**config.mk**
```make
export PLATFORM = sky130hd
export DESIGN_NAME = arming_safety_state_machine_unit
export DESIGN_NICKNAME = d
export VERILOG_FILES = /design/src/sv/assm_pkg.sv /design/src/sv/assm_csr.sv /design/src/sv/assm_step.sv /design/src/sv/arming_safety_state_machine_unit.sv
export SDC_FILE = /design/constraint.sdc
export NUM_CORES = 1
export LEC_CHECK = 0
export ABC_AREA = 1
export BUFFER_PORTS_ARGS = -buffer_cell sky130_fd_sc_hd__buf_2
export CAP_MARGIN = 0
export CORE_MARGIN = 2
export CORE_UTILIZATION = 55
export DETAILED_ROUTE_END_ITERATION = 12
export GPL_ROUTABILITY_DRIVEN = 0
export PLACE_DENSITY = 0.75
export SLEW_MARGIN = 20
export SYNTH_ARGS = -nofsm -noshare
export SYNTH_HDL_FRONTEND = slang
export SYNTH_SLANG_ARGS = --single-unit
```
**constraint.sdc**
```tcl
create_clock -name clock -period 3.3 [get_ports clock]
set_input_delay 0.66 -clock clock [delete_from_list [all_inputs] [get_ports clock]]
set_output_delay 0.66 -clock clock [all_outputs]
set_load 0.01 [all_outputs]
```
**src/sv/assm_pkg.sv**
```systemverilog
// shared types, codes and constants for the arming safety state machine
// no dependencies; used by every module of the block
package assm_pkg;

   localparam int COUNT_WIDTH     = 16;
   localparam int SILENCE_WIDTH   = 16;
   localparam int CSR_INDEX_WIDTH = 3;
   localparam int CSR_DATA_WIDTH  = 16;
   localparam int REQ_TDATA_WIDTH = 40;
   localparam int REQ_TUSER_WIDTH = 3;
   localparam int RSP_TDATA_WIDTH = 48;
   localparam int SHOWN_COUNT_WIDTH = 16;

   typedef enum logic [2:0] {
      FUNC_ARM_CMD   = 3'd0,
      FUNC_TERMINATE = 3'd1,
      FUNC_TAKEOFF   = 3'd2,
      FUNC_LAND      = 3'd3,
      FUNC_OFFBOARD  = 3'd4,
      FUNC_STICKS    = 3'd5,
      FUNC_BATTERY   = 3'd6,
      FUNC_TICK      = 3'd7
   } func_type;

   typedef enum logic [1:0] {
      ACK_ACCEPTED      = 2'd0,
      ACK_DENIED        = 2'd1,
      ACK_TEMP_REJECTED = 2'd2
   } ack_type;

   typedef enum logic [2:0] {
      MODE_DISARMED  = 3'b001,
      MODE_ARMED     = 3'b010,
      MODE_EMERGENCY = 3'b100
   } mode_type;

   localparam logic [1:0] ACTION_DISARM = 2'd0;
   localparam logic [1:0] ACTION_ARM    = 2'd1;

   localparam logic [1:0] MODE_CODE_DISARMED  = 2'd0;
   localparam logic [1:0] MODE_CODE_ARMED     = 2'd1;
   localparam logic [1:0] MODE_CODE_EMERGENCY = 2'd2;

   localparam logic [CSR_INDEX_WIDTH-1:0] CSR_THROTTLE_LOW   = 3'd0;
   localparam logic [CSR_INDEX_WIDTH-1:0] CSR_YAW_LIMIT      = 3'd1;
   localparam logic [CSR_INDEX_WIDTH-1:0] CSR_BATT_LOW       = 3'd2;
   localparam logic [CSR_INDEX_WIDTH-1:0] CSR_BATT_CRITICAL  = 3'd3;
   localparam logic [CSR_INDEX_WIDTH-1:0] CSR_BATT_DISARM_EN = 3'd4;
   localparam logic [CSR_INDEX_WIDTH-1:0] CSR_OFFBOARD_TMO   = 3'd5;

   localparam logic signed [15:0] THROTTLE_LOW_RESET = 16'sd1638;
   localparam logic [14:0] YAW_LIMIT_RESET    = 15'd13107;
   localparam logic [2:0]  BATT_LOW_RESET     = 3'd1;
   localparam logic [2:0]  BATT_CRIT_RESET    = 3'd2;
   localparam logic        BATT_DISARM_RESET  = 1'b1;
   localparam logic [15:0] OFFBOARD_TMO_RESET = 16'd5;

   typedef struct packed {
      logic signed [15:0] throttle_low_limit;
      logic [14:0]        yaw_gesture_limit;
      logic [2:0]         battery_low_level;
      logic [2:0]         battery_critical_level;
      logic               battery_disarm_enable;
      logic [15:0]        offboard_timeout_ticks;
   } cfg_type;

   typedef struct packed {
      func_type           func;
      logic [1:0]         arm_action;
      logic               safety_ok;
      logic               rate_or_attitude_mode;
      logic signed [15:0] throttle;
      logic signed [15:0] yaw;
      logic [2:0]         battery_warning;
   } item_type;

   typedef struct packed {
      mode_type                 mode;
      logic                     nav_offboard;
      logic [2:0]               last_warning;
      logic                     offboard_seen;
      logic [SILENCE_WIDTH-1:0] silence_ticks;
      logic [COUNT_WIDTH-1:0]   arm_cycles;
      logic [COUNT_WIDTH-1:0]   emergency_stops;
   } state_type;

   typedef struct packed {
      logic                         ack_valid;
      ack_type                      ack_code;
      logic [1:0]                   vehicle_mode;
      logic                         armed;
      logic                         standby;
      logic                         lockdown;
      logic                         offboard_enabled;
      logic                         failsafe;
      logic [SHOWN_COUNT_WIDTH-1:0] arm_count;
      logic [SHOWN_COUNT_WIDTH-1:0] emergency_count;
   } result_type;

endpackage

```
**src/sv/assm_csr.sv**
```systemverilog
// configuration registers of the arming safety state machine
// depends on assm_pkg
module assm_csr (
   input  logic                                   clock,
   input  logic                                   reset,
   input  logic                                   csr_we,
   input  logic [assm_pkg::CSR_INDEX_WIDTH-1:0]   csr_index,
   input  logic [assm_pkg::CSR_DATA_WIDTH-1:0]    csr_wdata,
   output assm_pkg::cfg_type                      cfg
);

   assm_pkg::cfg_type cfg_ff;
   assm_pkg::cfg_type cfg_in;

   always_comb begin
      cfg_in = cfg_ff;
      if (csr_we) begin
         unique case (csr_index)
            assm_pkg::CSR_THROTTLE_LOW:   cfg_in.throttle_low_limit = $signed(csr_wdata[15:0]);
            assm_pkg::CSR_YAW_LIMIT:      cfg_in.yaw_gesture_limit = csr_wdata[14:0];
            assm_pkg::CSR_BATT_LOW:       cfg_in.battery_low_level = csr_wdata[2:0];
            assm_pkg::CSR_BATT_CRITICAL:  cfg_in.battery_critical_level = csr_wdata[2:0];
            assm_pkg::CSR_BATT_DISARM_EN: cfg_in.battery_disarm_enable = csr_wdata[0];
            assm_pkg::CSR_OFFBOARD_TMO:   cfg_in.offboard_timeout_ticks = csr_wdata[15:0];
            default: ;
         endcase
      end
   end

   always_ff @(posedge clock) begin
      if (reset) begin
         cfg_ff.throttle_low_limit     <= assm_pkg::THROTTLE_LOW_RESET;
         cfg_ff.yaw_gesture_limit      <= assm_pkg::YAW_LIMIT_RESET;
         cfg_ff.battery_low_level      <= assm_pkg::BATT_LOW_RESET;
         cfg_ff.battery_critical_level <= assm_pkg::BATT_CRIT_RESET;
         cfg_ff.battery_disarm_enable  <= assm_pkg::BATT_DISARM_RESET;
         cfg_ff.offboard_timeout_ticks <= assm_pkg::OFFBOARD_TMO_RESET;
      end else begin
         cfg_ff <= cfg_in;
      end
   end

   assign cfg = cfg_ff;

endmodule

```
**src/sv/assm_step.sv**
```systemverilog
// next-state and status logic for one event of the arming safety state machine
// depends on assm_pkg; purely combinational
module assm_step (
   input  assm_pkg::cfg_type    cfg,
   input  assm_pkg::state_type  state,
   input  assm_pkg::item_type   item,
   output assm_pkg::state_type  state_next,
   output assm_pkg::result_type result
);

   logic               thr_low;
   logic               yaw_arm;
   logic               yaw_disarm;
   logic signed [16:0] ylim;
   logic signed [16:0] yaw_ext;
   logic [assm_pkg::COUNT_WIDTH-1:0] arm_inc;
   logic [assm_pkg::COUNT_WIDTH-1:0] emg_inc;
   logic [assm_pkg::SILENCE_WIDTH-1:0] silence_sat;
   logic [31:0] arm_wide;
   logic [31:0] emg_wide;
   assm_pkg::state_type st;
   logic                ack_valid;
   assm_pkg::ack_type   ack_code;

   assign ylim       = $signed({2'b00, cfg.yaw_gesture_limit});
   assign yaw_ext    = 17'(item.yaw);
   assign thr_low    = item.throttle < cfg.throttle_low_limit;
   assign yaw_arm    = yaw_ext > ylim;
   assign yaw_disarm = yaw_ext < -ylim;
   assign arm_inc    = state.arm_cycles + 1'b1;
   assign emg_inc    = state.emergency_stops + 1'b1;
   assign silence_sat = (state.offboard_seen && (&state.silence_ticks) == 1'b0)
                        ? state.silence_ticks + 1'b1 : state.silence_ticks;

   always_comb begin
      st        = state;
      ack_valid = 1'b0;
      ack_code  = assm_pkg::ACK_ACCEPTED;
      unique case (item.func)
         assm_pkg::FUNC_ARM_CMD: begin
            ack_valid = 1'b1;
            if (item.arm_action == assm_pkg::ACTION_ARM) begin
               if (state.mode == assm_pkg::MODE_DISARMED) begin
                  if (item.safety_ok) begin
                     st.mode       = assm_pkg::MODE_ARMED;
                     st.arm_cycles = arm_inc;
                  end else begin
                     ack_code = assm_pkg::ACK_TEMP_REJECTED;
                  end
               end else begin
                  ack_code = assm_pkg::ACK_DENIED;
               end
            end else if (item.arm_action == assm_pkg::ACTION_DISARM) begin
               if (state.mode == assm_pkg::MODE_DISARMED) begin
                  ack_code = assm_pkg::ACK_DENIED;
               end else begin
                  st.mode = assm_pkg::MODE_DISARMED;
               end
            end else begin
               ack_code = assm_pkg::ACK_DENIED;
            end
         end
         assm_pkg::FUNC_TERMINATE: begin
            st.mode            = assm_pkg::MODE_EMERGENCY;
            st.emergency_stops = emg_inc;
         end
         assm_pkg::FUNC_TAKEOFF: begin
            ack_valid = 1'b1;
            if (state.mode == assm_pkg::MODE_ARMED) begin
               st.nav_offboard = 1'b1;
            end else begin
               ack_code = assm_pkg::ACK_DENIED;
            end
         end
         assm_pkg::FUNC_LAND: begin
            ack_valid       = 1'b1;
            st.nav_offboard = 1'b0;
         end
         assm_pkg::FUNC_OFFBOARD: begin
            st.offboard_seen = 1'b1;
            st.silence_ticks = '0;
            if (state.mode == assm_pkg::MODE_DISARMED && item.rate_or_attitude_mode
                && item.safety_ok) begin
               st.mode       = assm_pkg::MODE_ARMED;
               st.arm_cycles = arm_inc;
            end
         end
         assm_pkg::FUNC_STICKS: begin
            if (state.mode == assm_pkg::MODE_DISARMED && thr_low && yaw_arm) begin
               if (item.safety_ok) begin
                  st.mode       = assm_pkg::MODE_ARMED;
                  st.arm_cycles = arm_inc;
               end
            end else if (state.mode == assm_pkg::MODE_ARMED && thr_low && yaw_disarm) begin
               st.mode = assm_pkg::MODE_DISARMED;
            end
         end
         assm_pkg::FUNC_BATTERY: begin
            st.last_warning = item.battery_warning;
            if (cfg.battery_disarm_enable && state.mode == assm_pkg::MODE_ARMED) begin
               if (item.battery_warning >= cfg.battery_critical_level) begin
                  st.mode            = assm_pkg::MODE_EMERGENCY;
                  st.emergency_stops = emg_inc;
               end else if (item.battery_warning >= cfg.battery_low_level) begin
                  st.mode = assm_pkg::MODE_DISARMED;
               end
            end
         end
         assm_pkg::FUNC_TICK: begin
            st.silence_ticks = silence_sat;
            if (state.mode == assm_pkg::MODE_ARMED && state.offboard_seen
                && silence_sat > cfg.offboard_timeout_ticks) begin
               st.mode          = assm_pkg::MODE_DISARMED;
               st.offboard_seen = 1'b0;
               st.silence_ticks = '0;
            end
         end
         default: ;
      endcase
   end

   assign arm_wide = 32'(st.arm_cycles);
   assign emg_wide = 32'(st.emergency_stops);

   always_comb begin
      result.ack_valid        = ack_valid;
      result.ack_code         = ack_code;
      result.armed            = st.mode == assm_pkg::MODE_ARMED;
      result.standby          = st.mode == assm_pkg::MODE_DISARMED;
      result.lockdown         = st.mode == assm_pkg::MODE_EMERGENCY;
      result.offboard_enabled = st.nav_offboard;
      result.failsafe         = st.last_warning >= cfg.battery_low_level;
      result.arm_count        = arm_wide[assm_pkg::SHOWN_COUNT_WIDTH-1:0];
      result.emergency_count  = emg_wide[assm_pkg::SHOWN_COUNT_WIDTH-1:0];
      unique case (st.mode)
         assm_pkg::MODE_ARMED:     result.vehicle_mode = assm_pkg::MODE_CODE_ARMED;
         assm_pkg::MODE_EMERGENCY: result.vehicle_mode = assm_pkg::MODE_CODE_EMERGENCY;
         default:                  result.vehicle_mode = assm_pkg::MODE_CODE_DISARMED;
      endcase
   end

   assign state_next = st;

endmodule

```
**src/sv/arming_safety_state_machine_unit.sv**
```systemverilog
// arming safety state machine: input register, vehicle state, result register
// depends on assm_pkg, assm_csr and assm_step
// a transaction is taken into the input register, then moves through the step logic into the result register
// throughput: one transaction per cycle while the result register is free or being read (rsp_tready)
// the input stage keeps accepting while a result waits, as long as the stage is free
// synchronous reset clears state, counters and handshake flags and loads the configuration defaults
module arming_safety_state_machine_unit (
   input  logic                                  clock,
   input  logic                                  reset,
   input  logic                                  req_tvalid,
   output logic                                  req_tready,
   // [1:0] arm_action, [2] safety_ok, [3] rate_or_attitude_mode,
   // [19:4] throttle, [35:20] yaw, [38:36] battery_warning, [39] zero
   input  logic [assm_pkg::REQ_TDATA_WIDTH-1:0]  req_tdata,
   // [2:0] func
   input  logic [assm_pkg::REQ_TUSER_WIDTH-1:0]  req_tuser,
   output logic                                  rsp_tvalid,
   input  logic                                  rsp_tready,
   // [0] ack_valid, [2:1] ack_code, [4:3] vehicle_mode, [5] armed, [6] standby,
   // [7] lockdown, [8] offboard_enabled, [9] failsafe, [25:10] arm_count,
   // [41:26] emergency_count, [47:42] zero
   output logic [assm_pkg::RSP_TDATA_WIDTH-1:0]  rsp_tdata,
   input  logic                                  csr_we,
   input  logic [assm_pkg::CSR_INDEX_WIDTH-1:0]  csr_index,
   input  logic [assm_pkg::CSR_DATA_WIDTH-1:0]   csr_wdata
);

   assm_pkg::cfg_type    cfg;
   assm_pkg::item_type   req_item;
   assm_pkg::item_type   item_ff;
   logic                 item_valid_ff;
   assm_pkg::state_type  state_ff;
   assm_pkg::state_type  state_in;
   assm_pkg::result_type result_in;
   assm_pkg::result_type result_ff;
   logic                 result_valid_ff;
   logic                 advance;

   assm_csr u_csr (
      .clock     (clock),
      .reset     (reset),
      .csr_we    (csr_we),
      .csr_index (csr_index),
      .csr_wdata (csr_wdata),
      .cfg       (cfg)
   );

   assm_step u_step (
      .cfg        (cfg),
      .state      (state_ff),
      .item       (item_ff),
      .state_next (state_in),
      .result     (result_in)
   );

   always_comb begin
      req_item.func                  = assm_pkg::func_type'(req_tuser);
      req_item.arm_action            = req_tdata[1:0];
      req_item.safety_ok             = req_tdata[2];
      req_item.rate_or_attitude_mode = req_tdata[3];
      req_item.throttle              = $signed(req_tdata[19:4]);
      req_item.yaw                   = $signed(req_tdata[35:20]);
      req_item.battery_warning       = req_tdata[38:36];
   end

   assign advance    = item_valid_ff && (!result_valid_ff || rsp_tready);
   assign req_tready = !item_valid_ff || advance;

   always_ff @(posedge clock) begin
      if (reset) begin
         item_valid_ff <= 1'b0;
      end else if (req_tready) begin
         item_valid_ff <= req_tvalid;
      end
   end

   always_ff @(posedge clock) begin
      if (req_tready && req_tvalid) begin
         item_ff <= req_item;
      end
   end

   always_ff @(posedge clock) begin
      if (reset) begin
         state_ff.mode            <= assm_pkg::MODE_DISARMED;
         state_ff.nav_offboard    <= 1'b0;
         state_ff.last_warning    <= '0;
         state_ff.offboard_seen   <= 1'b0;
         state_ff.silence_ticks   <= '0;
         state_ff.arm_cycles      <= '0;
         state_ff.emergency_stops <= '0;
      end else if (advance) begin
         state_ff <= state_in;
      end
   end

   always_ff @(posedge clock) begin
      if (reset) begin
         result_valid_ff <= 1'b0;
      end else if (advance) begin
         result_valid_ff <= 1'b1;
      end else if (rsp_tready) begin
         result_valid_ff <= 1'b0;
      end
   end

   always_ff @(posedge clock) begin
      if (advance) begin
         result_ff <= result_in;
      end
   end

   assign rsp_tvalid = result_valid_ff;
   assign rsp_tdata  = {6'b000000,
                        result_ff.emergency_count,
                        result_ff.arm_count,
                        result_ff.failsafe,
                        result_ff.offboard_enabled,
                        result_ff.lockdown,
                        result_ff.standby,
                        result_ff.armed,
                        result_ff.vehicle_mode,
                        result_ff.ack_code,
                        result_ff.ack_valid};

   a_ready_when_out_free: assert property (@(posedge clock) disable iff (reset)
      !result_valid_ff |-> req_tready)
      else $error("input stalled while result register empty");

   a_arm_count_needs_arm: assert property (@(posedge clock) disable iff (reset)
      (!$past(reset) && state_ff.arm_cycles != $past(state_ff.arm_cycles))
      |-> state_ff.mode == assm_pkg::MODE_ARMED)
      else $error("arm count moved without arming");

   a_emg_count_needs_emg: assert property (@(posedge clock) disable iff (reset)
      (!$past(reset) && state_ff.emergency_stops != $past(state_ff.emergency_stops))
      |-> state_ff.mode == assm_pkg::MODE_EMERGENCY)
      else $error("emergency count moved without emergency");

   a_terminate_emergency: assert property (@(posedge clock) disable iff (reset)
      (advance && item_ff.func == assm_pkg::FUNC_TERMINATE)
      |=> state_ff.mode == assm_pkg::MODE_EMERGENCY)
      else $error("terminate did not enter emergency");

   a_silence_needs_seen: assert property (@(posedge clock) disable iff (reset)
      state_ff.silence_ticks != '0 |-> state_ff.offboard_seen)
      else $error("silence counting without offboard traffic");

endmodule

```
# After elaboration in Yosys (flattened, before gate mapping)
# Cells that the tools add are included.
[word_totals] reg_bits=196 input_bits=67
[op_classes] addsub=4 order_cmp=7 n_eq_ne=19 muxes=39 bitwise=1 reduce_logical=31
[op_table] operator="$mux 16" count=8
[op_table] operator="$add 16x1->16 const B" count=3
[op_table] operator="$pmux 16 s3" count=1
[op_table] operator="$mux 3" count=13
[op_table] operator="$pmux 17 s2" count=1
[op_table] operator="$gt 16x16->1" count=2
[op_table] operator="$pmux 16 s2" count=1
[op_table] operator="$eq 3x3->1 const B" count=7
[op_table] operator="$eq 3x2->1 const B" count=6
[op_table] operator="$pmux 3 s6" count=1
[op_table] operator="$lt 16x17->1" count=1
[op_table] operator="$mux 17" count=1
[op_table] operator="$neg 15->17" count=1
[op_table] operator="$lt 16x16->1" count=1
[op_table] operator="$reduce_and 16->1" count=1
[op_table] operator="$reduce_and 2->1" count=7
[op_table] operator="$eq 3x1->1 const B" count=4
[op_table] operator="$logic_and 1x1->1" count=12
[op_table] operator="$ge 3x3->1" count=3
[op_table] operator="$mux 2" count=4
[op_table] operator="$pmux 2 s2" count=2
[op_table] operator="$logic_not 3->1" count=2
[op_table] operator="$mux 1" count=6
[op_table] operator="$reduce_bool 2->1" count=2
[op_table] operator="other kinds (9)" count=11

# Longest topological paths before layout
# Gate-level depths: netlist of the first run.
[logic_depth] ltp_word=10 mapped_depth=27 depth_no_buf=27

# By module
# A second synthesis of the first run with hierarchy kept.
[unflattened] hier_cells=1645 hier_area_um2=12218.0
[modules_own_cells] mod="arming_safety_state_machine_unit" instances=1 cells_each=469 area_each_um2=5163.7 seq_area_each_um2=3683.5
[modules_own_cells] mod="assm_step" instances=1 cells_each=869 area_each_um2=4883.4 seq_area_each_um2=0.0
[modules_own_cells] mod="assm_csr" instances=1 cells_each=307 area_each_um2=2170.8 seq_area_each_um2=1081.0

# Least setup slack after synthesis of the first run
# OpenSTA, ideal clock, no wires.
[synth_path] path_kind="register -> register" startpoint="register u_csr.cfg_ff, in the netlist u_csr.cfg[24]" endpoint="register result_ff, in the netlist rsp_tdata[4], data pin" setup_time_ns=0.252 arrival_time_ns=2.793 slack_ns=0.255 stages_incl_launch_ff=26 n_path_buf=0 period_less_slack_ns=3.045 path_cell_list="dfxtp_1 > inv_1 > ha_1 > nand3_1 > nor2_1 > nand2_1 > nor2_1 > nand3_1 > nor3_1 > nand3_1 > xor2_1 > ha_1 > nand2_1 > inv_1 > nor2_1 > o21bai_1 > nor2_1 > nand2_1 > nand2_1 > nand3_1 > o21ai_0 > nand3_1 > nand2_1 > nand2_1 > inv_1 > nor2_1"
[synth_lines] item="start, declared" line_no="assm_csr.sv:12" rtl="assm_pkg::cfg_type cfg_ff;"
[synth_lines] item="start signal, assigned" line_no="assm_csr.sv:39" rtl="cfg_ff <= cfg_in;"
[synth_lines] item="end signal, assigned" line_no="arming_safety_state_machine_unit.sv:109" rtl="result_ff <= result_in;"
[synth_lines] item="end, declared" line_no="arming_safety_state_machine_unit.sv:35" rtl="assm_pkg::result_type result_ff;"

==> results of run 1 <==
-- worst min-delay path by stage --
stage | from | end | slack (ps) | cells past startpoint
5_1_grt | req_tdata[20] | item_ff[3] | 380 | 1
2_1_floorplan | u_csr.cfg[10] | u_csr.cfg[10] | 440 | 2
3_5_place_dp | u_csr.cfg[50] | u_csr.cfg[50] | 460 | 2
6_report | req_tdata[22] | item_ff[5] | 390 | 1
4_1_cts | req_tdata[20] | item_ff[3] | 380 | 1
3_3_place_gp | u_csr.cfg[41] | u_csr.cfg[41] | 450 | 2
-- Yosys cell counts (2+ instances only) --
cell type / n
nand3_4: 2
nand2_2: 6
nor3_1: 13
buf_6: 2
a21o_1: 3
xor2_1: 38
edfxtp_1: 83
clkbuf_1: 33
a21oi_1: 138
ha_1: 75
o21bai_1: 2
inv_1: 211
o21a_1: 3
buf_4: 8
a221oi_1: 2
nand3_2: 2
inv_2: 10
o22ai_1: 2
dfxtp_1: 112
nor2_1: 86
buf_2: 10
nor2_4: 5
nand2_1: 311
nand3_1: 65
o21ai_0: 104
nor2_2: 9
buf_1: 2
xor2_2: 2
o211ai_1: 29
o21ai_1: 11
a211oi_1: 5
nand4_1: 25
xnor2_1: 7
nor3_2: 4
-- where the power goes --
part           total (uW)  internal (uW)  switching, uW
Sequential           2730           2650           83.5
Clock                1990           1050            945
Combinational         805            280            526
-- state kept, by name, summed over array words and instances (netlist names) --
register,cells
rsp_tdata,41
item_ff,42
state_ff,56
item_valid_ff,1
u_csr.cfg,54
rsp_tvalid,1
-- worst max-delay path, stage by stage, from the launching register on --
cell	delay, ps
dfxtp_2	330
buf_6	120
nor3_4	170
nand3_2	130
nor3_4	220
nand4_1	170
nor2_2	200
nand2_2	90
nor3_2	210
ha_1	280
nand2_2	100
inv_1	60
nand3_2	70
a21oi_1	60
nor2_2	110
nand2_1	80
nand2_1	90
nand3_2	130
o21ai_2	130
nand3_1	100
nand2_2	90
nand2_2	60
inv_2	70
nor2_1	40
-- routing by layer --
metal	vias to the layer above	GRT usage, %
met3	48	3.457
met2	353	41.61
li1	5020	-
met1	4595	35.40
met4	0	8.125
met5	-	0
-- stage by stage --
step                      setup TNS [ps]  area [um^2]  instances  hold WS [ps]  total power (uW)
after floorplan                        0        11340       1448         435.3              3301
after detailed placement          -674.3        12230       1807         457.5              3544
after global placement            -333.1        12230       1807         450.2              3514
final                             -206.7        13240       1858         386.1              5529
after CTS                              0        12910       1846         376.0              5511
after global routing               -1197        13240       1858         375.8              5744
-- kinds of logic (layout without fill, tap and decap cells) --
logic type | count (synthesis) | in the layout
XOR/XNOR | 47 | 47
flip-flops | 195 | 195
AND/OR/NAND/NOR | 536 | 536
buffers and inverters | 278 | 418
AO/OA/AOI/OAI | 310 | 310
multiplexers | 1 | 1
other | 1 | 6
adder cells (fa/ha/maj) | 75 | 75
-- timing repair --
item	CTS	global route
gates cloned	0	1
buffers inserted	7	11
pin swaps	14	38
hold buffers	0	0
gates resized for setup	21	59
setup endpoints to repair	5	22
-- final cells by class --
class | instances | area, um^2
fill | 1673 | 6993
multi-input combinational | 975 | 5778
sequential | 195 | 4746
timing repair buffer | 164 | 999.7
inverter | 222 | 833.3
clock buffer | 20 | 436.7
tap | 270 | 337.8
clock inverter | 12 | 110.1
==> out/metrics.cfg, run 1 <==
[synth]
ys_warn_count=0
yosysSeqAreaShare_pct=41.83
postSynthCellCount=1443
synthSimpleGateAreaFrac_pct=20.98
synth_ff_type=dfxtp_1
syn_area_um2=11320
synth.area.mux_share_pct=0.08844
synth_compound_area_share_pct=15.27
synth_seq_cells=195
synth_top_area_share_pct=22.02
synthAdderAreaFrac_pct=8.291
ys_top_cells_by_area=edfxtp_1 (22%), dfxtp_1 (20%), nand2_1 (10%), ha_1 (8.3%), inv_1 (7.0%)
synth_edf_count=83
async_reset_ff_share_pct=0
syn_avg_cell_area_um2=7.844
synth_top_cell_by_area=edfxtp_1
synth_xor_area_share_pct=3.770
synth.distinct_cells=57
synth_top_family_by_area=simple AND/OR/NAND/NOR gates

[drt]
dr.max_layer_used=met4
dr_wl_met2_mm=13.05
drt-met1-wl_mm=12.29
drt_first_pass_iters=5
drt_iter0_markers=940
wl_per_cell_um=14.89
wirelength_mm=27.67
num_vias=10016
dr_wl_met3_mm=1.765
ant_nets=0
viasPerCell=5.391
drc=0

[die]
ios=117
coreArea_um2=20230
dieArea_um2=21740
start_util_pct=55.94
die_x_um=147.5
die_y_um=147.5
row_count=52

[final_layout]
mostFrequentLayoutCell=nand2_1
drive_above_1_share_pct=19.33
final_cell_mix=nand2_1 (296), inv_1 (206), a21oi_1 (136)
n_antenna_cell=0
area_delta_synth_final_pct=16.99
final_nets=1717
final_core_util_pct=65.44

[place]
portBuffers=109
place_ws_ps=-187.0
detailed_place_hpwl_mm=19.09

[worst_setup_path]
critical_path_class=flop to flop
crit_path_end_kind=flop
critPathMaxFanout=3
arrival_ps=3580
r2r-start=u_csr.cfg[23]
r2r_cells=23
regToRegEndpoint=rsp_tdata[4]
worstSetupStartpoint=u_csr.cfg[23]
cp.required_ps=3500
critPathLaunchType=flop
crit_end=rsp_tdata[4]
regToRegSetupSlack_ps=-70

[timing]
finalHoldViolations=0
maxSlewViolCount=0
fmax_mhz=296.4
period_share_pct=102.2
rsz0062_at_grt=yes
finalSetupViolations=4
fin_skew_ps=10.28
slew_headroom_pct=32.82
worst_slack_ps=-73.32
tightest_slew_ps=1006
min_period_ps=3373

[cts]
cts_made_buffers=17
cts_sinks=195
cts_tree=done
cts-root-buf=clkbuf_16
clkTransAtPathRegs_ps=70
ctsLongestPathBuffers=2
cts_max_level=4
clk_latency_ps=440

[hold_path]
hold_class=input port to flop

[power]
ir_worst_vdd_uv=359.2
p_per_area_nw_per_um2=417.5
p_leak_uw=0.006066

[global_route]
grt_pass1_vias=9143
grt-ovfl-total=0
grt_start_max_net_pins=71
antenna_found_initial=0
grt_util_all_layers_pct=25.49
grt_pass1_wl_mm=44.84

[job]
max_cap_violations=0

[run_status]
violations=negative setup slack
status=finished with violations

Note: power is estimated with default switching activity, not from simulation.
==> run 2, diff against run 1 <==
==> constraint.sdc (replaced) <==
create_clock -name clock -period 3.3 [get_ports clock]
set_input_delay 0.495 -clock clock [delete_from_list [all_inputs] [get_ports clock]]
set_output_delay 0.495 -clock clock [all_outputs]
set_load 0.01 [all_outputs]
==> run 2 against run 1 <==
Effect of this change:
- the flow now finishes without violations
- cell area shrank 1.1%
- clock skew up 3.1 ps
- final cell count down 0.70%
- die area is the same
- global-route usage fell by 0.63 points
- first-iteration DRC count decreased by 8.9%
- core utilization down 0.72 points
- routed wire length shrank 1.5%
- clock power increased by 3%
- sequential power about the same
- count of clock-buffer cells in the layout shrank 2
- sequential share of layout area is 0.44 points higher
- critical endpoint unchanged
- highest routed layer unchanged
==> out/metrics.cfg, run 2 (synthesis results as in run 1) <==
[cts]
clk_latency_ps=450  ; about the same
cts-root-buf=clkbuf_16
clkTransAtPathRegs_ps=90  ; +20 ps
cts_tree=done
ctsLongestPathBuffers=2  ; unchanged
cts_made_buffers=17  ; unchanged
cts_max_level=4  ; unchanged
cts_sinks=195  ; unchanged

[drt]
drt_iter0_markers=856  ; -8.9%
wl_per_cell_um=14.78  ; -0.77%
num_vias=9918  ; -0.98%
viasPerCell=5.376  ; -0.28%
drc=0  ; unchanged
wirelength_mm=27.27  ; -1.5%
ant_nets=0  ; unchanged
drt_first_pass_iters=5  ; unchanged

[global_route]
grt_pass1_wl_mm=43.88  ; -2.1%
grt_pass1_vias=9268  ; +1.4%
grt-ovfl-total=0  ; unchanged
antenna_found_initial=0  ; unchanged
grt_start_max_net_pins=80  ; +13%
grt_util_all_layers_pct=24.86  ; -0.63 points

[final_layout]
n_antenna_cell=0  ; unchanged
mostFrequentLayoutCell=nand2_1
area_delta_synth_final_pct=15.70
multi_input_area_um2=5699  ; -1.4%
final_core_util_pct=64.72  ; -0.72 points
final_cell_mix=nand2_1 (302), inv_1 (205), a21oi_1 (135)
drive_above_1_share_pct=17.97  ; -1.4 points
final_nets=1704  ; -0.76%
regArea_um2=4751  ; +0.11%
fillers=1691  ; +1.1%
largest_register_ffs=56  ; unchanged
top_register=state_ff

[power]
p_leak_uw=0.006023  ; -0.70%
p_per_area_nw_per_um2=424.9  ; +1.8%
ir_worst_vdd_uv=354.7  ; -1.2%
total_power_uw=5564  ; +0.63%

[die]
start_util_pct=55.94  ; unchanged
die_y_um=147.5  ; unchanged
die_x_um=147.5  ; unchanged
dieArea_um2=21740  ; unchanged
coreArea_um2=20230  ; unchanged
ios=117  ; unchanged
row_count=52  ; unchanged

[timing]
finalSetupViolations=0  ; -4
fmax_mhz=308.8  ; +4.2%
period_share_pct=98.14  ; -4.1 points
min_period_ps=3239  ; -134.6 ps
slew_headroom_pct=34.69  ; +1.9 points
finalHoldViolations=0  ; unchanged
rsz0062_at_grt=yes
tightest_slew_ps=978.2  ; -27.97 ps
maxSlewViolCount=0  ; unchanged
fin_skew_ps=13.34  ; +3.064 ps

[worst_setup_path]
arrival_ps=3450  ; -130 ps
critPathMaxFanout=3  ; unchanged
critical_path_class=flop to flop
worstSetupStartpoint=u_csr.cfg[23]
r2r-start=u_csr.cfg[23]
crit_path_end_kind=flop
critPathLaunchType=flop
cp.required_ps=3510  ; about the same

[run_status]
status=completed

[place]
detailed_place_hpwl_mm=18.83  ; -1.4%
portBuffers=109  ; unchanged

[hold_path]
hold_class=input port to flop
hp-start=req_tdata[30]

[job]
max_cap_violations=0  ; unchanged

[run 2: cell count changes in the layout (fill, tap and decap cells not counted), sizes merged]
cell      delta
buf         -13
bufinv       -1
clkbuf       -2
clkinvlp     -2
inv          +5
[run 2: timing repair]
action,CTS,global route
buffers inserted,1,7
resized for setup,21,41
cloned,0,1
hold endpoints to repair,0,0
hold buffers,0,0
endpoints found under the setup margin,5,22
pin swaps,12,26
[run 2: worst max-delay path, cell delays in order, from the launching register on]
cell and delay, ps:
dfxtp_2 330, buf_4 140, nor3_4 190, nand3_1 150, nor3_2 250, nand4_1 170, nor2_1 140, nand2_1 110
xor2_1 170, ha_1 300, nand3_1 100, nor3_1 150, nand2_1 90, nand2_1 60, nand2_1 60, nand3_2 100
nor2_1 50, nor2_1 80, nand2_1 60, nand2_1 90, nand2_2 70, nand2_1 80, nor2_1 50
[run 2: per-layer routing]
metal / vias to the layer above / wire length, um / GRT usage (%)
li1: 4996 / - / -
met1: 4540 / 12220 / 32.56
met2: 337 / 12680 / 41.05
met3: 45 / 1898 / 6.451
met4: 0 / 477 / 6.875
met5: - / 0 / 0
[run 2: worst paths after layout]
kind / to / slack, ps / cells past startpoint
setup / recovery: rsp_tdata[4] / 60 / 22
hold reg to reg: u_csr.cfg[51] / 460 / 2
hold / removal: item_ff[13] / 210 / 1
setup reg to reg: rsp_tdata[4] / 60 / 22
[run 2: through the flow]
stage                     hold slack (ps)  instances  instance area [um^2]  TNS, ps  setup WS [ps]
after global routing                195.9       1845                 13100   -990.4         -158.3
after global placement              451.1       1804                 12220   -135.8         -45.68
after CTS                           204.6       1837                 12870        0          9.952
after detailed placement            457.7       1804                 12220   -406.3         -132.4
after floorplan                     435.3       1448                 11340        0          255.0
final                               210.2       1845                 13100        0          61.32
[run 2: final cells by class]
cell class | instances | area share, %
multi-input cells | 975 | 43.52
clock inverters | 14 | 1.061
clock buffers | 18 | 3.277
repair buffers | 151 | 6.899
well taps | 270 | 2.580
flip-flops and latches | 195 | 36.28
inverters | 222 | 6.383
[run 2: power breakdown]
group / internal (uW) / switching, uW / total (uW) / leakage, uW
Clock: 1010 / 1040 / 2040 / 0.000279
Sequential: 2650 / 83.5 / 2730 / 0.00172
Combinational: 271 / 517 / 788 / 0.00402
Total: 3930 / 1640 / 5560 / 0.00602
==> run 3, diff against run 2 <==
- CORE_UTILIZATION: 55 -> 30
- PLACE_DENSITY: 0.75 -> unset
==> run 3 against run 2 <==
Effect of this change:
- worst setup slack gained 66 ps
- power grew 1.9%
- die area grew 81%
- global-route usage shrank 9.9 points
- clock skew is essentially flat
- via count shrank 1.3%
- sequential share of layout area shrank 1.2 points
==> out/metrics.cfg, run 3 (synthesis results as in run 1) <==
[run_status]
status=completed

[worst_setup_path]
cpMaxStageDelayCell=dfxtp_2
cp_cell_sequence=buf_6 -> nor3_4 -> nand3_2 -> nor3_4 -> nand4_1 -> nor2_1 -> nand2_1 -> nor3_2 -> ha_1 -> nand2_2 -> buf_6 -> o21bai_4 -> nor2_4 -> nand2_2 -> nand2_2 -> nand3_4 -> o21ai_1 -> nand3_1 -> nand2_2 -> nand2_2 -> inv_2 -> nor2_1
crit_buf_inv=3  ; +2
cpMostUsedCell=nand2_2
critPathMaxStageDelay_ps=340  ; about the same
cp.required_ps=3510  ; about the same
crit_path_end_kind=flop
cp_top_family=simple AND/OR/NAND/NOR gates
critPathLaunchType=flop
arrival_ps=3380  ; -70 ps
critPathMaxFanout=3  ; unchanged
critical_path_class=flop to flop

[cts]
cts_tree=done
clk_latency_ps=450  ; about the same
cts_sinks=195  ; unchanged
cts-root-buf=clkbuf_16
hold_buffers=0  ; unchanged
ctsLongestPathBuffers=2  ; unchanged
clkTransAtPathRegs_ps=80  ; about the same
cts_max_level=4  ; unchanged
cts_made_buffers=17  ; unchanged

[drt]
ant_nets=0  ; unchanged
viasPerCell=4.691  ; -13%
drt_iter0_markers=659  ; -23%
drc=0  ; unchanged
wirelength_mm=29.02  ; +6.4%
wl_per_cell_um=13.90  ; -5.9%
drt_first_pass_iters=5  ; unchanged
num_vias=9790  ; -1.3%

[final_layout]
multi_input_area_um2=5828  ; +2.3%
final_nets=1705  ; +0.059%
top_register=state_ff
final_cell_mix=nand2_1 (293), inv_1 (203), a21oi_1 (134)
mostFrequentLayoutCell=nand2_1
drive_above_1_share_pct=19.48  ; +1.5 points
regArea_um2=4748  ; about the same
fillers=3841  ; +130%
fin_area_um2=13540  ; +3.4%
area_delta_synth_final_pct=19.60
n_antenna_cell=0  ; unchanged
largest_register_ffs=56  ; unchanged

[hold_path]
hold_class=input port to flop

[timing]
slew_headroom_pct=34.75  ; +0.057 points
tightest_slew_ps=978.8  ; +0.5718 ps
fin_skew_ps=13.83  ; +0.4824 ps
maxSlewViolCount=0  ; unchanged
fmax_mhz=315.2  ; +2.1%
fin_tns_setup_ps=0  ; unchanged
rsz0062_at_grt=yes
period_share_pct=96.14  ; -2.0 points
finalSetupViolations=0  ; unchanged
min_period_ps=3172  ; -66.21 ps
finalHoldViolations=0  ; unchanged

[die]
start_util_pct=30.26  ; -26 points
die_x_um=198.2  ; +34%
die_y_um=198.2  ; +34%
ios=117  ; unchanged
coreArea_um2=37400  ; +85%
dieArea_um2=39300  ; +81%
row_count=71  ; +37%

[global_route]
grt-ovfl-total=0  ; unchanged
grt_start_max_net_pins=80  ; unchanged
grt_pass1_wl_mm=46.88  ; +6.8%
grt_util_all_layers_pct=15.01  ; -9.9 points
grt_pass1_vias=9301  ; +0.36%
antenna_found_initial=0  ; unchanged

[place]
detailed_place_hpwl_mm=20.95  ; +11%
place_area_um2=12530  ; +2.5%
portBuffers=109  ; unchanged

[power]
p_leak_uw=0.006019  ; about the same
ir_worst_vdd_uv=384.2  ; +8.3%
total_power_uw=5671  ; +1.9%
p_per_area_nw_per_um2=418.9  ; -1.4%

[job]
max_cap_violations=0  ; unchanged

-- run 3: cell types whose count changed in the layout (fill, tap and decap cells not counted), moves of 3 or more --
cell	delta
inv_8	-3
nor2_1	-6
nor2_2	+5
nand2_2	+10
nand2_1	-9
inv_2	+3
-- run 3: through the flow --
stage | hold slack (ps) | instances | setup slack [ps] | util, %
6_report | 213.8 | 2087 | 127.5 | 36.19
5_1_grt | 187.8 | 2087 | -116.3 | 36.19
4_1_cts | 193.7 | 2081 | 15.06 | 35.27
3_5_place_dp | 454.0 | 2046 | -211.3 | 33.51
3_3_place_gp | 446.0 | 2046 | -87.99 | 33.51
2_1_floorplan | 435.3 | 1448 | 255.0 | -
-- run 3: repair_timing --
| item | CTS | global route |
|---|---|---|
| buffers inserted | 4 | 6 |
| gates resized for setup | 14 | 75 |
| pin swaps | 10 | 36 |
| endpoints found under the setup margin | 6 | 22 |
-- run 3: path summary, 6_finish.rpt --
kind	end	start	depth (start not counted)	slack [ps]
worst max register to register	rsp_tdata[7]	u_csr.cfg[23]	22	130
worst min register to register	u_csr.cfg[11]	u_csr.cfg[11]	2	460
worst min-delay path	item_ff[2]	req_tdata[38]	1	210
worst max-delay path	rsp_tdata[7]	u_csr.cfg[23]	22	130
-- run 3: layout make-up --
type	instances	area share [%]
multi-input combinational	975	43.05
inverter	222	6.156
timing repair buffer	152	6.655
clock buffer	18	3.327
clock inverter	14	1.007
tap	511	4.723
sequential	195	35.08
-- run 3: metal layers --
| metal | global-route usage [%] | part of all wire [%] |
|---|---|---|
| met1 | 19.69 | 46 |
| met2 | 25.06 | 47 |
| met3 | 2.862 | 5.2 |
| met4 | 4.288 | 1.6 |
| met5 | 0 | 0 |
-- run 3: power by group --
part / switching, uW / total (uW) / internal [uW]
clock: 1020 / 2130 / 1110
sequential: 85.4 / 2730 / 2650
combinational: 526 / 806 / 280
-- run 3: worst reg2reg max path, delay by kind of cell (launching register included) --
| kind | cells | cell delay (ps) |
|---|---|---|
| AND/OR/NAND/NOR | 16 | 1860 |
| flip-flops | 1 | 340 |
| buffers and inverters | 3 | 290 |
| adder cells (fa/ha/maj) | 1 | 260 |
| AO/OA/AOI/OAI | 2 | 190 |
